**config.mk**
```make
export PLATFORM = sky130hd
export DESIGN_NAME = weekly_alarm_match_table
export DESIGN_NICKNAME = d
export VERILOG_FILES = /design/src/wam_pkg.sv /design/src/weekly_alarm_match_table.sv
export SDC_FILE = /design/constraint.sdc
export NUM_CORES = 1
export LEC_CHECK = 0
export ABC_CLOCK_PERIOD_IN_PS = 4600
export BUFFER_PORTS_ARGS = -buffer_cell sky130_fd_sc_hd__buf_4
export CAP_MARGIN = 0
export CELL_PAD_IN_SITES_DETAIL_PLACEMENT = 2
export CELL_PAD_IN_SITES_GLOBAL_PLACEMENT = 2
export CORE_ASPECT_RATIO = 2
export CORE_MARGIN = 4
export CORE_UTILIZATION = 31
export DETAILED_ROUTE_END_ITERATION = 10
export GPL_TIMING_DRIVEN = 0
export PLACE_DENSITY = 0.6
export SYNTH_ARGS = -nofsm -noshare
export SYNTH_HDL_FRONTEND = slang
export SYNTH_SLANG_ARGS = --single-unit
```
**constraint.sdc**
```tcl
create_clock -name aclk -period 4.6 [get_ports aclk]
set_input_delay 0.23 -clock aclk [delete_from_list [all_inputs] [get_ports aclk]]
set_output_delay 0.23 -clock aclk [all_outputs]
set_load 0.005 [all_outputs]
```
**src/wam_pkg.sv**
```systemverilog
`timescale 1ns / 1ps

package wam_pkg;

    localparam int ENTRIES_DEF = 16;
    localparam int CHANNELS    = 8;

    localparam int MASK_W = 8;
    localparam int ID_W   = 8;

    // Operation codes carried in the mode field
    localparam logic [2:0] MODE_ADD    = 3'd0;
    localparam logic [2:0] MODE_REMOVE = 3'd1;
    localparam logic [2:0] MODE_SET_EN = 3'd2;
    localparam logic [2:0] MODE_UPDATE = 3'd3;
    localparam logic [2:0] MODE_CLEAR  = 3'd4;
    localparam logic [2:0] MODE_READ   = 3'd5;
    localparam logic [2:0] MODE_CHECK  = 3'd6;

    localparam logic [1:0] ST_OK        = 2'd0;
    localparam logic [1:0] ST_NOT_FOUND = 2'd1;
    localparam logic [1:0] ST_FULL      = 2'd2;

    // Register index of the channel mask on the APB port
    localparam logic REG_CHANNEL_MASK = 1'b0;

    typedef struct packed {
        logic [4:0]      hour;
        logic [5:0]      minute;
        logic [2:0]      day;
        logic [2:0]      channel;
        logic [ID_W-1:0] id;
        logic            enabled;
    } entry_t;

    // Declared high to low so mode lands in the lowest bits of tdata
    typedef struct packed {
        logic       actuator_on;
        logic       enable_flag;
        logic [2:0] channel;
        logic [2:0] day;
        logic [5:0] minute;
        logic [4:0] hour;
        logic [7:0] entry_index;
        logic [7:0] sched_id;
        logic [2:0] mode;
    } item_t;

    localparam int ITEM_W  = $bits(item_t);
    localparam int S_TDATA_W = ((ITEM_W + 7) / 8) * 8;

    typedef enum logic [6:0] {
        S_IDLE    = 7'b0000001,
        S_START   = 7'b0000010,
        S_FETCH   = 7'b0000100,
        S_EXAM    = 7'b0001000,
        S_SHFETCH = 7'b0010000,
        S_SHMOVE  = 7'b0100000,
        S_OUT     = 7'b1000000
    } state_t;

endpackage

```
**src/weekly_alarm_match_table.sv**
```systemverilog
`timescale 1ns / 1ps

// Sequence: add, clear and unused modes pass from the start state straight to output; read
//   fetches and examines the indexed entry; remove, set enable, update and check fetch and
//   examine entries in turn until one decides; remove moves each later entry down one place.
// Flow: one item at a time; s_tready returns at the edge that loads the result, and a
//   result the sink has not taken yet holds the next item before its result is loaded.
//   The one-read-port table memory and the single compare unit walk entries one at a time.
// Reset: table empty, next id 1, channel mask 0, no result pending; table contents undefined.
module weekly_alarm_match_table #(
    parameter int ENTRIES = wam_pkg::ENTRIES_DEF
) (
    input  logic                           aclk,
    input  logic                           aresetn,
    // tdata: mode, sched_id, entry_index, hour, minute, day, channel, enable_flag,
    //        actuator_on (from bit 0 up), zero pad to bytes
    input  logic                           s_tvalid,
    output logic                           s_tready,
    input  logic [wam_pkg::S_TDATA_W-1:0]  s_tdata,
    // tdata: status, new_id, entry_count, out_hour, out_minute, out_day, out_channel,
    //        out_id, out_enabled, activate (from bit 0 up), zero pad to bytes
    output logic                           m_tvalid,
    input  logic                           m_tready,
    output logic [((37 + $clog2(ENTRIES + 1) + 7) / 8) * 8 - 1:0] m_tdata,
    input  logic                           psel,
    input  logic                           penable,
    input  logic                           pwrite,
    input  logic [2:0]                     paddr,
    input  logic [31:0]                    pwdata,
    output logic [31:0]                    prdata,
    output logic                           pready
);
    import wam_pkg::*;

    localparam int CNT_W     = $clog2(ENTRIES + 1);
    localparam int IDX_W     = (ENTRIES > 1) ? $clog2(ENTRIES) : 1;
    localparam int RES_W     = 37 + CNT_W;
    localparam int M_TDATA_W = ((RES_W + 7) / 8) * 8;

    // ---------------------------------------------------------------
    // Configuration: channel mask, written in the APB access phase
    // ---------------------------------------------------------------
    logic [MASK_W-1:0] mask_reg;

    assign pready = 1'b1;
    assign prdata = (paddr[2] == REG_CHANNEL_MASK) ? 32'(mask_reg) : 32'd0;

    always_ff @(posedge aclk) begin
        if (!aresetn) begin
            mask_reg <= '0;
        end else if (psel && penable && pwrite && pready && paddr[2] == REG_CHANNEL_MASK) begin
            mask_reg <= pwdata[MASK_W-1:0];
        end
    end

    // ---------------------------------------------------------------
    // Entry table: one write port, one registered read port
    // ---------------------------------------------------------------
    entry_t             mem [ENTRIES];
    logic               mem_we;
    logic [IDX_W-1:0]   mem_waddr;
    entry_t             mem_wdata;
    logic [IDX_W-1:0]   mem_raddr;
    entry_t             rdata_reg;

    always_ff @(posedge aclk) begin
        if (mem_we) begin
            mem[mem_waddr] <= mem_wdata;
        end
        rdata_reg <= mem[mem_raddr];
    end

    // ---------------------------------------------------------------
    // Sequencer state
    // ---------------------------------------------------------------
    state_t             state_reg,    state_next;
    logic [CNT_W-1:0]   count_reg,    count_next;
    logic [ID_W-1:0]    next_id_reg,  next_id_next;
    logic [IDX_W-1:0]   ptr_reg,      ptr_next;
    item_t              op_reg,       op_next;
    logic [1:0]         status_reg,   status_next;
    logic [ID_W-1:0]    new_id_reg,   new_id_next;
    logic               act_reg,      act_next;
    entry_t             rd_reg,       rd_next;
    logic               m_tvalid_reg, m_tvalid_next;
    logic [M_TDATA_W-1:0] m_tdata_reg, m_tdata_next;

    logic [CNT_W:0]     count_ext;
    logic [CNT_W:0]     ptr_plus1;
    logic [CNT_W:0]     ptr_plus2;
    logic               last_entry;
    logic               id_hit;
    logic               due_hit;
    logic               chan_gate;
    logic               out_free;

    assign s_tready = (state_reg == S_IDLE);
    assign m_tvalid = m_tvalid_reg;
    assign m_tdata  = m_tdata_reg;

    assign count_ext  = (CNT_W + 1)'(count_reg);
    assign ptr_plus1  = (CNT_W + 1)'(ptr_reg) + 1'b1;
    assign ptr_plus2  = (CNT_W + 1)'(ptr_reg) + 2'd2;
    assign last_entry = (ptr_plus1 >= count_ext);

    // The shared compare unit: id lookup and alarm match on the fetched entry
    assign id_hit  = (rdata_reg.id == op_reg.sched_id);
    assign due_hit = rdata_reg.enabled && rdata_reg.channel == op_reg.channel &&
                     rdata_reg.day == op_reg.day && rdata_reg.hour == op_reg.hour &&
                     rdata_reg.minute == op_reg.minute;

    // Channel must exist, carry an actuator, and that actuator must be off
    assign chan_gate = ({1'b0, op_reg.channel} < 4'(CHANNELS)) &&
                       mask_reg[op_reg.channel] && !op_reg.actuator_on;

    assign out_free = !m_tvalid_reg || m_tready;

    always_comb begin
        state_next    = state_reg;
        count_next    = count_reg;
        next_id_next  = next_id_reg;
        ptr_next      = ptr_reg;
        op_next       = op_reg;
        status_next   = status_reg;
        new_id_next   = new_id_reg;
        act_next      = act_reg;
        rd_next       = rd_reg;
        m_tvalid_next = m_tvalid_reg;
        m_tdata_next  = m_tdata_reg;
        mem_we        = 1'b0;
        mem_waddr     = ptr_reg;
        mem_wdata     = rdata_reg;
        mem_raddr     = ptr_reg;

        // Drop the result beat once the sink takes it
        if (m_tvalid_reg && m_tready) begin
            m_tvalid_next = 1'b0;
        end

        unique case (state_reg)
            S_IDLE: begin
                // Capture the beat and clear the result fields
                if (s_tvalid) begin
                    op_next     = item_t'(s_tdata[ITEM_W-1:0]);
                    status_next = ST_OK;
                    new_id_next = '0;
                    act_next    = 1'b0;
                    rd_next     = '0;
                    ptr_next    = '0;
                    state_next  = S_START;
                end
            end

            S_START: begin
                state_next = S_OUT;
                unique case (op_reg.mode)
                    MODE_ADD: begin
                        if (count_reg < CNT_W'(ENTRIES)) begin
                            mem_we            = 1'b1;
                            mem_waddr         = count_reg[IDX_W-1:0];
                            mem_wdata.hour    = op_reg.hour;
                            mem_wdata.minute  = op_reg.minute;
                            mem_wdata.day     = op_reg.day;
                            mem_wdata.channel = op_reg.channel;
                            mem_wdata.id      = next_id_reg;
                            mem_wdata.enabled = 1'b1;
                            new_id_next       = next_id_reg;
                            next_id_next      = next_id_reg + 1'b1;
                            count_next        = count_reg + 1'b1;
                        end else begin
                            status_next = ST_FULL;
                        end
                    end
                    MODE_REMOVE, MODE_SET_EN, MODE_UPDATE: begin
                        if (count_reg == '0) begin
                            status_next = ST_NOT_FOUND;
                        end else begin
                            state_next = S_FETCH;
                        end
                    end
                    MODE_CLEAR: begin
                        count_next = '0;
                    end
                    MODE_READ: begin
                        if (op_reg.entry_index < 8'(count_reg)) begin
                            ptr_next   = op_reg.entry_index[IDX_W-1:0];
                            state_next = S_FETCH;
                        end else begin
                            status_next = ST_NOT_FOUND;
                        end
                    end
                    MODE_CHECK: begin
                        if (chan_gate && count_reg != '0) begin
                            state_next = S_FETCH;
                        end
                    end
                    default: begin
                    end
                endcase
            end

            S_FETCH: begin
                mem_raddr  = ptr_reg;
                state_next = S_EXAM;
            end

            S_EXAM: begin
                state_next = S_OUT;
                unique case (op_reg.mode)
                    MODE_READ: begin
                        rd_next = rdata_reg;
                    end
                    MODE_REMOVE, MODE_SET_EN, MODE_UPDATE: begin
                        if (id_hit) begin
                            if (op_reg.mode == MODE_SET_EN) begin
                                mem_we            = 1'b1;
                                mem_wdata.enabled = op_reg.enable_flag;
                            end else if (op_reg.mode == MODE_UPDATE) begin
                                mem_we            = 1'b1;
                                mem_wdata.hour    = op_reg.hour;
                                mem_wdata.minute  = op_reg.minute;
                                mem_wdata.day     = op_reg.day;
                                mem_wdata.channel = op_reg.channel;
                            end else if (!last_entry) begin
                                // Close the gap: pull each later entry down one place
                                state_next = S_SHFETCH;
                            end else begin
                                count_next = count_reg - 1'b1;
                            end
                        end else if (last_entry) begin
                            status_next = ST_NOT_FOUND;
                        end else begin
                            ptr_next   = ptr_plus1[IDX_W-1:0];
                            state_next = S_FETCH;
                        end
                    end
                    MODE_CHECK: begin
                        if (due_hit) begin
                            act_next = 1'b1;
                        end else if (!last_entry) begin
                            ptr_next   = ptr_plus1[IDX_W-1:0];
                            state_next = S_FETCH;
                        end
                    end
                    default: begin
                    end
                endcase
            end

            S_SHFETCH: begin
                mem_raddr  = ptr_plus1[IDX_W-1:0];
                state_next = S_SHMOVE;
            end

            S_SHMOVE: begin
                mem_we    = 1'b1;
                mem_waddr = ptr_reg;
                mem_wdata = rdata_reg;
                ptr_next  = ptr_plus1[IDX_W-1:0];
                if (ptr_plus2 < count_ext) begin
                    state_next = S_SHFETCH;
                end else begin
                    count_next = count_reg - 1'b1;
                    state_next = S_OUT;
                end
            end

            S_OUT: begin
                // Hold until the output register is free, then load the result beat
                if (out_free) begin
                    m_tvalid_next = 1'b1;
                    m_tdata_next  = M_TDATA_W'({act_reg, rd_reg.enabled, rd_reg.id,
                                                rd_reg.channel, rd_reg.day, rd_reg.minute,
                                                rd_reg.hour, count_reg, new_id_reg,
                                                status_reg});
                    state_next    = S_IDLE;
                end
            end

            default: begin
                state_next = S_IDLE;
            end
        endcase
    end

    always_ff @(posedge aclk) begin
        if (!aresetn) begin
            state_reg    <= S_IDLE;
            count_reg    <= '0;
            next_id_reg  <= ID_W'(1);
            m_tvalid_reg <= 1'b0;
        end else begin
            state_reg    <= state_next;
            count_reg    <= count_next;
            next_id_reg  <= next_id_next;
            m_tvalid_reg <= m_tvalid_next;
        end
    end

    // Payload registers carry no reset
    always_ff @(posedge aclk) begin
        ptr_reg     <= ptr_next;
        op_reg      <= op_next;
        status_reg  <= status_next;
        new_id_reg  <= new_id_next;
        act_reg     <= act_next;
        rd_reg      <= rd_next;
        m_tdata_reg <= m_tdata_next;
    end

endmodule

```
Yosys cells after proc, flatten, opt, wreduce, memory -nomap -nowiden
Memories as Yosys holds them, arrays and structs flattened. A register that Yosys moved wholly into a read port is not among the register bits.
Cells that the tools add are included.
{"block": "word_totals", "regBits": 150, "mem_bits_rw": 416, "input_bits": 82, "output_inout_bits": 83, "n_memories": 1}
{"name": "mem", "depth": 16, "width": 26, "read_ports": 1, "rd_ports_with_merged_regs": 1, "wr": 1, "line": "weekly_alarm_match_table.sv:59", "text": "entry_t mem [ENTRIES];"}
{"block": "op_classes", "addsub": 5, "magnitude_cmp": 5, "n_eq_ne": 43, "mux": 83, "bitwise": 1, "n_reduce_logical": 32}
{"cell": "$mux 26", "n": 4}
{"cell": "$mux 7", "n": 12}
{"cell": "$mux 17", "n": 4}
{"cell": "$pmux 26 s2", "n": 1}
{"cell": "$pmux 7 s7", "n": 1}
{"cell": "$mux 4", "n": 10}
{"cell": "$mux 8", "n": 5}
{"cell": "$mux 5", "n": 7}
{"cell": "$pmux 17 s2", "n": 1}
{"cell": "$ne 2x2->1 const B", "n": 11}
{"cell": "$pmux 7 s3", "n": 1}
{"cell": "$mux 1", "n": 18}
{"cell": "$ne 3x3->1 const B", "n": 6}
{"cell": "$reduce_and 9->1", "n": 2}
{"cell": "$pmux 4 s4", "n": 1}
{"cell": "$pmux 8 s2", "n": 1}
{"cell": "$pmux 5 s3", "n": 1}
{"cell": "$mux 2", "n": 7}
{"cell": "$pmux 7 s2", "n": 1}
{"cell": "$pmux 2 s3", "n": 2}
{"cell": "$logic_and 1x1->1", "n": 10}
{"cell": "$ne 2x1->1 const B", "n": 5}
{"cell": "$pmux 5 s2", "n": 1}
{"cell": "$eq 3x3->1 const B", "n": 3}
{"cell": "other kinds (43)", "n": 54}

Longest topological paths before layout
{"block": "logic_depth", "word_depth": 8, "depth_mapped": 11, "ltp_nobuf": 10}

Worst setup path before layout
Ideal clock, no wire load.
{"block": "synth_path", "path_kind": "register to register", "startpoint": "register state_reg[2]", "endpoint": "register rd_reg[0] in the netlist's numbering, enable pin", "setup_time_ns": 0.449, "arrival_ns": 3.513, "required_ns": 4.151, "slack_ns": 0.638, "stages_incl_launch_ff": 6, "n_path_buf": 2, "period_less_slack_ns": 3.962, "path_cell_list": "dfxtp_1 buf_4 or4_4 or3_1 clkbuf_1 o31ai_1"}
{"block": "synth_between", "elab_chain_cells": 3}
{"item": "start, declared", "line": "weekly_alarm_match_table.sv:76", "text": "state_t state_reg, state_next;"}
{"item": "start signal, assigned", "line": "weekly_alarm_match_table.sv:293", "text": "state_reg <= state_next;"}
{"item": "$eq 7x4->1 / $eq 7x1->1 (equally long branches)", "line": "weekly_alarm_match_table.sv:140", "text": "unique case (state_reg)"}
{"item": "$ne 2x1->1 (no source line) (tied with other cells)"}
{"item": "$reduce_and 3->1 (no source line) (*)"}
{"item": "end signal, assigned", "line": "weekly_alarm_match_table.sv:307", "text": "rd_reg <= rd_next;"}
{"item": "end, declared", "line": "weekly_alarm_match_table.sv:84", "text": "entry_t rd_reg, rd_next;"}
Mark *: on every way between the ends. The rest lies on a longest branch, timed or not.
A chain may end at the register's enable or synchronous reset.

==> out/metrics.yaml <==
outcome: "finished clean"
ios: 165
vias: 16346
relSlewSlack_pct: 10.8
layout-drive-gt1-share_pct: 15.7
slew_violations: 0
syn_to_final_growth_pct: 20.0
use_met3_pct: 1.80
powerDensity_mw_per_mm2: 431
synth_area_leaders: "edfxtp_1 67%, dfxtp_1 4.5%, nand3_1 4.2%"
fin_crit_sh_pct: 96.0
wire_per_inst_um: 28.8
tightest_slew_ns: 1.33
cts_tree: "built"
fp.dieArea_sq_mm: 0.0830
yosysUniqueCellTypes: 69
die_x_um: 206
rsz0062_at_grt: "false"
whs_ns: 0.0942
fmax_mhz: 227
synth-async-reset-ratio_pct: 0
die_h_um: 403
maxCapViolCount: 0
endpoint_kind: "flop"
synth-edff-count: 537
synthCells: 1766
cp.arrival_ns: 4.63
routed_via_density: 5.30
yosysWarningCount: 0
gr-usage-met2_pct: 42.8
grtUsageMet1_pct: 19.6
critical_path.max_fanout: 8
dpl.hpwl_um: 64900
grt_max_degree: 34
grt-ovfl-total: 0
port_buffers: 105
cts_max_level: 2
cts_resized: 0
cts_sinks: 592
final_util_pct: 37.6
p_leak_nw: 9.79
start_kind: "flop"
core_sq_mm: 0.0773
report.final.hold_viol_count: 0
cp.required_ns: 4.82
fin_skew_ns: 0.0383
drcViolationCount: 0
hold_class: "input pin to flop"
ys_seq_area_share_pct: 71.1
wl_um: 88700
finalNonFillerCells: 3084
clock_latency_ns: 0.63
ir_worst_vdd_mv: 0.351
period_needed_ns: 4.41
grt.total_usage_pct: 21.0
syn_avg_cell_area_sq_um: 13.7
numPlacedInstances: 2936
first_iter_violations: 1069
clockBufferDepth: 3
synth_top_area_share_pct: 66.5
netlist_area_sq_mm: 0.0242
setup_viol_count_final: 0
grt.busiest_layer: "met2"
synth_most_common_cell: "edfxtp_1"
firstDrtPassIters: 5
cts-root-buf: "clkbuf_16"
r2r_start: "ptr_reg[0]$_DFFE_PP_"
ant_nets: 0
antenna_found_initial: 0
n_antenna_cell: 0
cts.clk_slew.worst_paths_ns: 0.07
layout.nets: 2119
grt_pass1_wl_um: 127000
ys_ff_latch: 592
start_util_pct: 31.4
grt_pass1_vias: 18497
worstHoldStart: "m_tready"
place_congestion: 0.848
rows: 144
critPathKind: "flop to flop"
synth_largest_area_cell: "edfxtp_1"
worstSetupStartpoint: "ptr_reg[0]$_DFFE_PP_"
ys.flop_type: "edfxtp_1"
largest_reg_flops: 416
synth_commonest_cells: "537 x edfxtp_1, 201 x nand3_1, 188 x nand2_1, 124 x o21ai_0, 85 x clkbuf_1"
cts_buffers: 54
## layer usage
metal	share of wire (%)	wire length, um
met5	0	0
met4	6.8	6050
met3	2.7	2440
met2	58	51500
met1	32	28700
## repair_timing
item / 4_1_cts / 5_1_grt
setup buffers: 0 / 0
hold endpoints to repair: 51 / 0
hold buffers: 48 / 0
## final timing paths
check                     endpoint  slack [ns]  cells after the start
max           ptr_reg[0]$_DFFE_PP_        0.19                      9
min            m_tvalid$_SDFF_PN0_        0.09                      3
max reg2reg   ptr_reg[0]$_DFFE_PP_        0.19                      9
min reg2reg  m_tdata[36]$_DFFE_PP_        0.42                      0
## layout make-up
type                       instances  area (sq um)
clock inverter                    31           315
timing repair buffer             167          1570
buffer                           151           764
clock buffer                      69          1420
sequential                       592         17200
fill                            7773         48200
multi-input combinational       1038          6460
inverter                          14          52.6
tap                             1022          1280
## cells by family (layout without fill, tap and decap cells)
| group | after synthesis | in the layout | share of synthesized area (%) |
|---|---|---|---|
| and+or+nand+nor | 588 | 588 | 12.1 |
| AOI/OAI and AO/OA | 337 | 337 | 9.71 |
| other | 2 | 31 | 0.0310 |
| xor gates and xnor gates | 40 | 40 | 1.45 |
| adders and majority gates | 19 | 19 | 0.981 |
| buffers and inverters | 165 | 432 | 3.37 |
| DFF | 592 | 592 | 71.1 |
| muxes | 23 | 23 | 1.30 |
## report_power, final
| part | internal [mW] | total (mW) | switching [mW] |
|---|---|---|---|
| Sequential | 6.23 | 6.35 | 0.122 |
| Clock | 2.47 | 4.54 | 2.07 |
| Combinational | 0.440 | 1.65 | 1.21 |
## critical path: stages (launching register included)
cell	delay, ns
edfxtp_1	0.58
ha_1	0.37
xor2_1	0.54
ha_1	0.37
nand3_1	0.10
nand2_1	0.05
a211o_1	0.45
a211oi_1	0.39
a21oi_1	0.19
nor4_1	0.98
## cells in the final DEF, fill, tap and decap left out, types with 13 or more instances in the layout
master / Yosys / routed
dfxtp_1: 55 / 55
a221oi_2: 14 / 14
inv_1: 14 / 13
and4_1: 15 / 15
a221oi_1: 27 / 27
nor2_4: 0 / 15
o21ai_0: 124 / 124
nor2_1: 44 / 28
and3_1: 18 / 18
and2_1: 37 / 37
a311oi_1: 16 / 16
xor2_1: 17 / 17
nand2_1: 188 / 188
edfxtp_1: 537 / 537
nand3_1: 201 / 201
clkbuf_1: 85 / 99
buf_4: 32 / 137
nand4_1: 23 / 23
conb_1: 2 / 31
a31oi_1: 46 / 46
buf_2: 20 / 20
clkbuf_16: 0 / 54
a21oi_1: 29 / 29
xnor2_1: 23 / 23
a211o_1: 17 / 17
ha_1: 19 / 19
clkinv_2: 0 / 15
dlygate4sd3_1: 0 / 48
## stage by stage
step           setup TNS (ns)  setup WS (ns)  instance area, sq um  power (mW)
6_report                    0          0.185                 29100        12.5
5_1_grt                     0         0.0900                 29100        13.0
4_1_cts                     0          0.110                 29100        12.7
3_5_place_dp                0          0.131                 26900        8.11
3_3_place_gp          -265.66         -0.941                 26400        8.04
2_1_floorplan               0          0.638                 24300        7.22
Power figures use the tool's default switching activity.
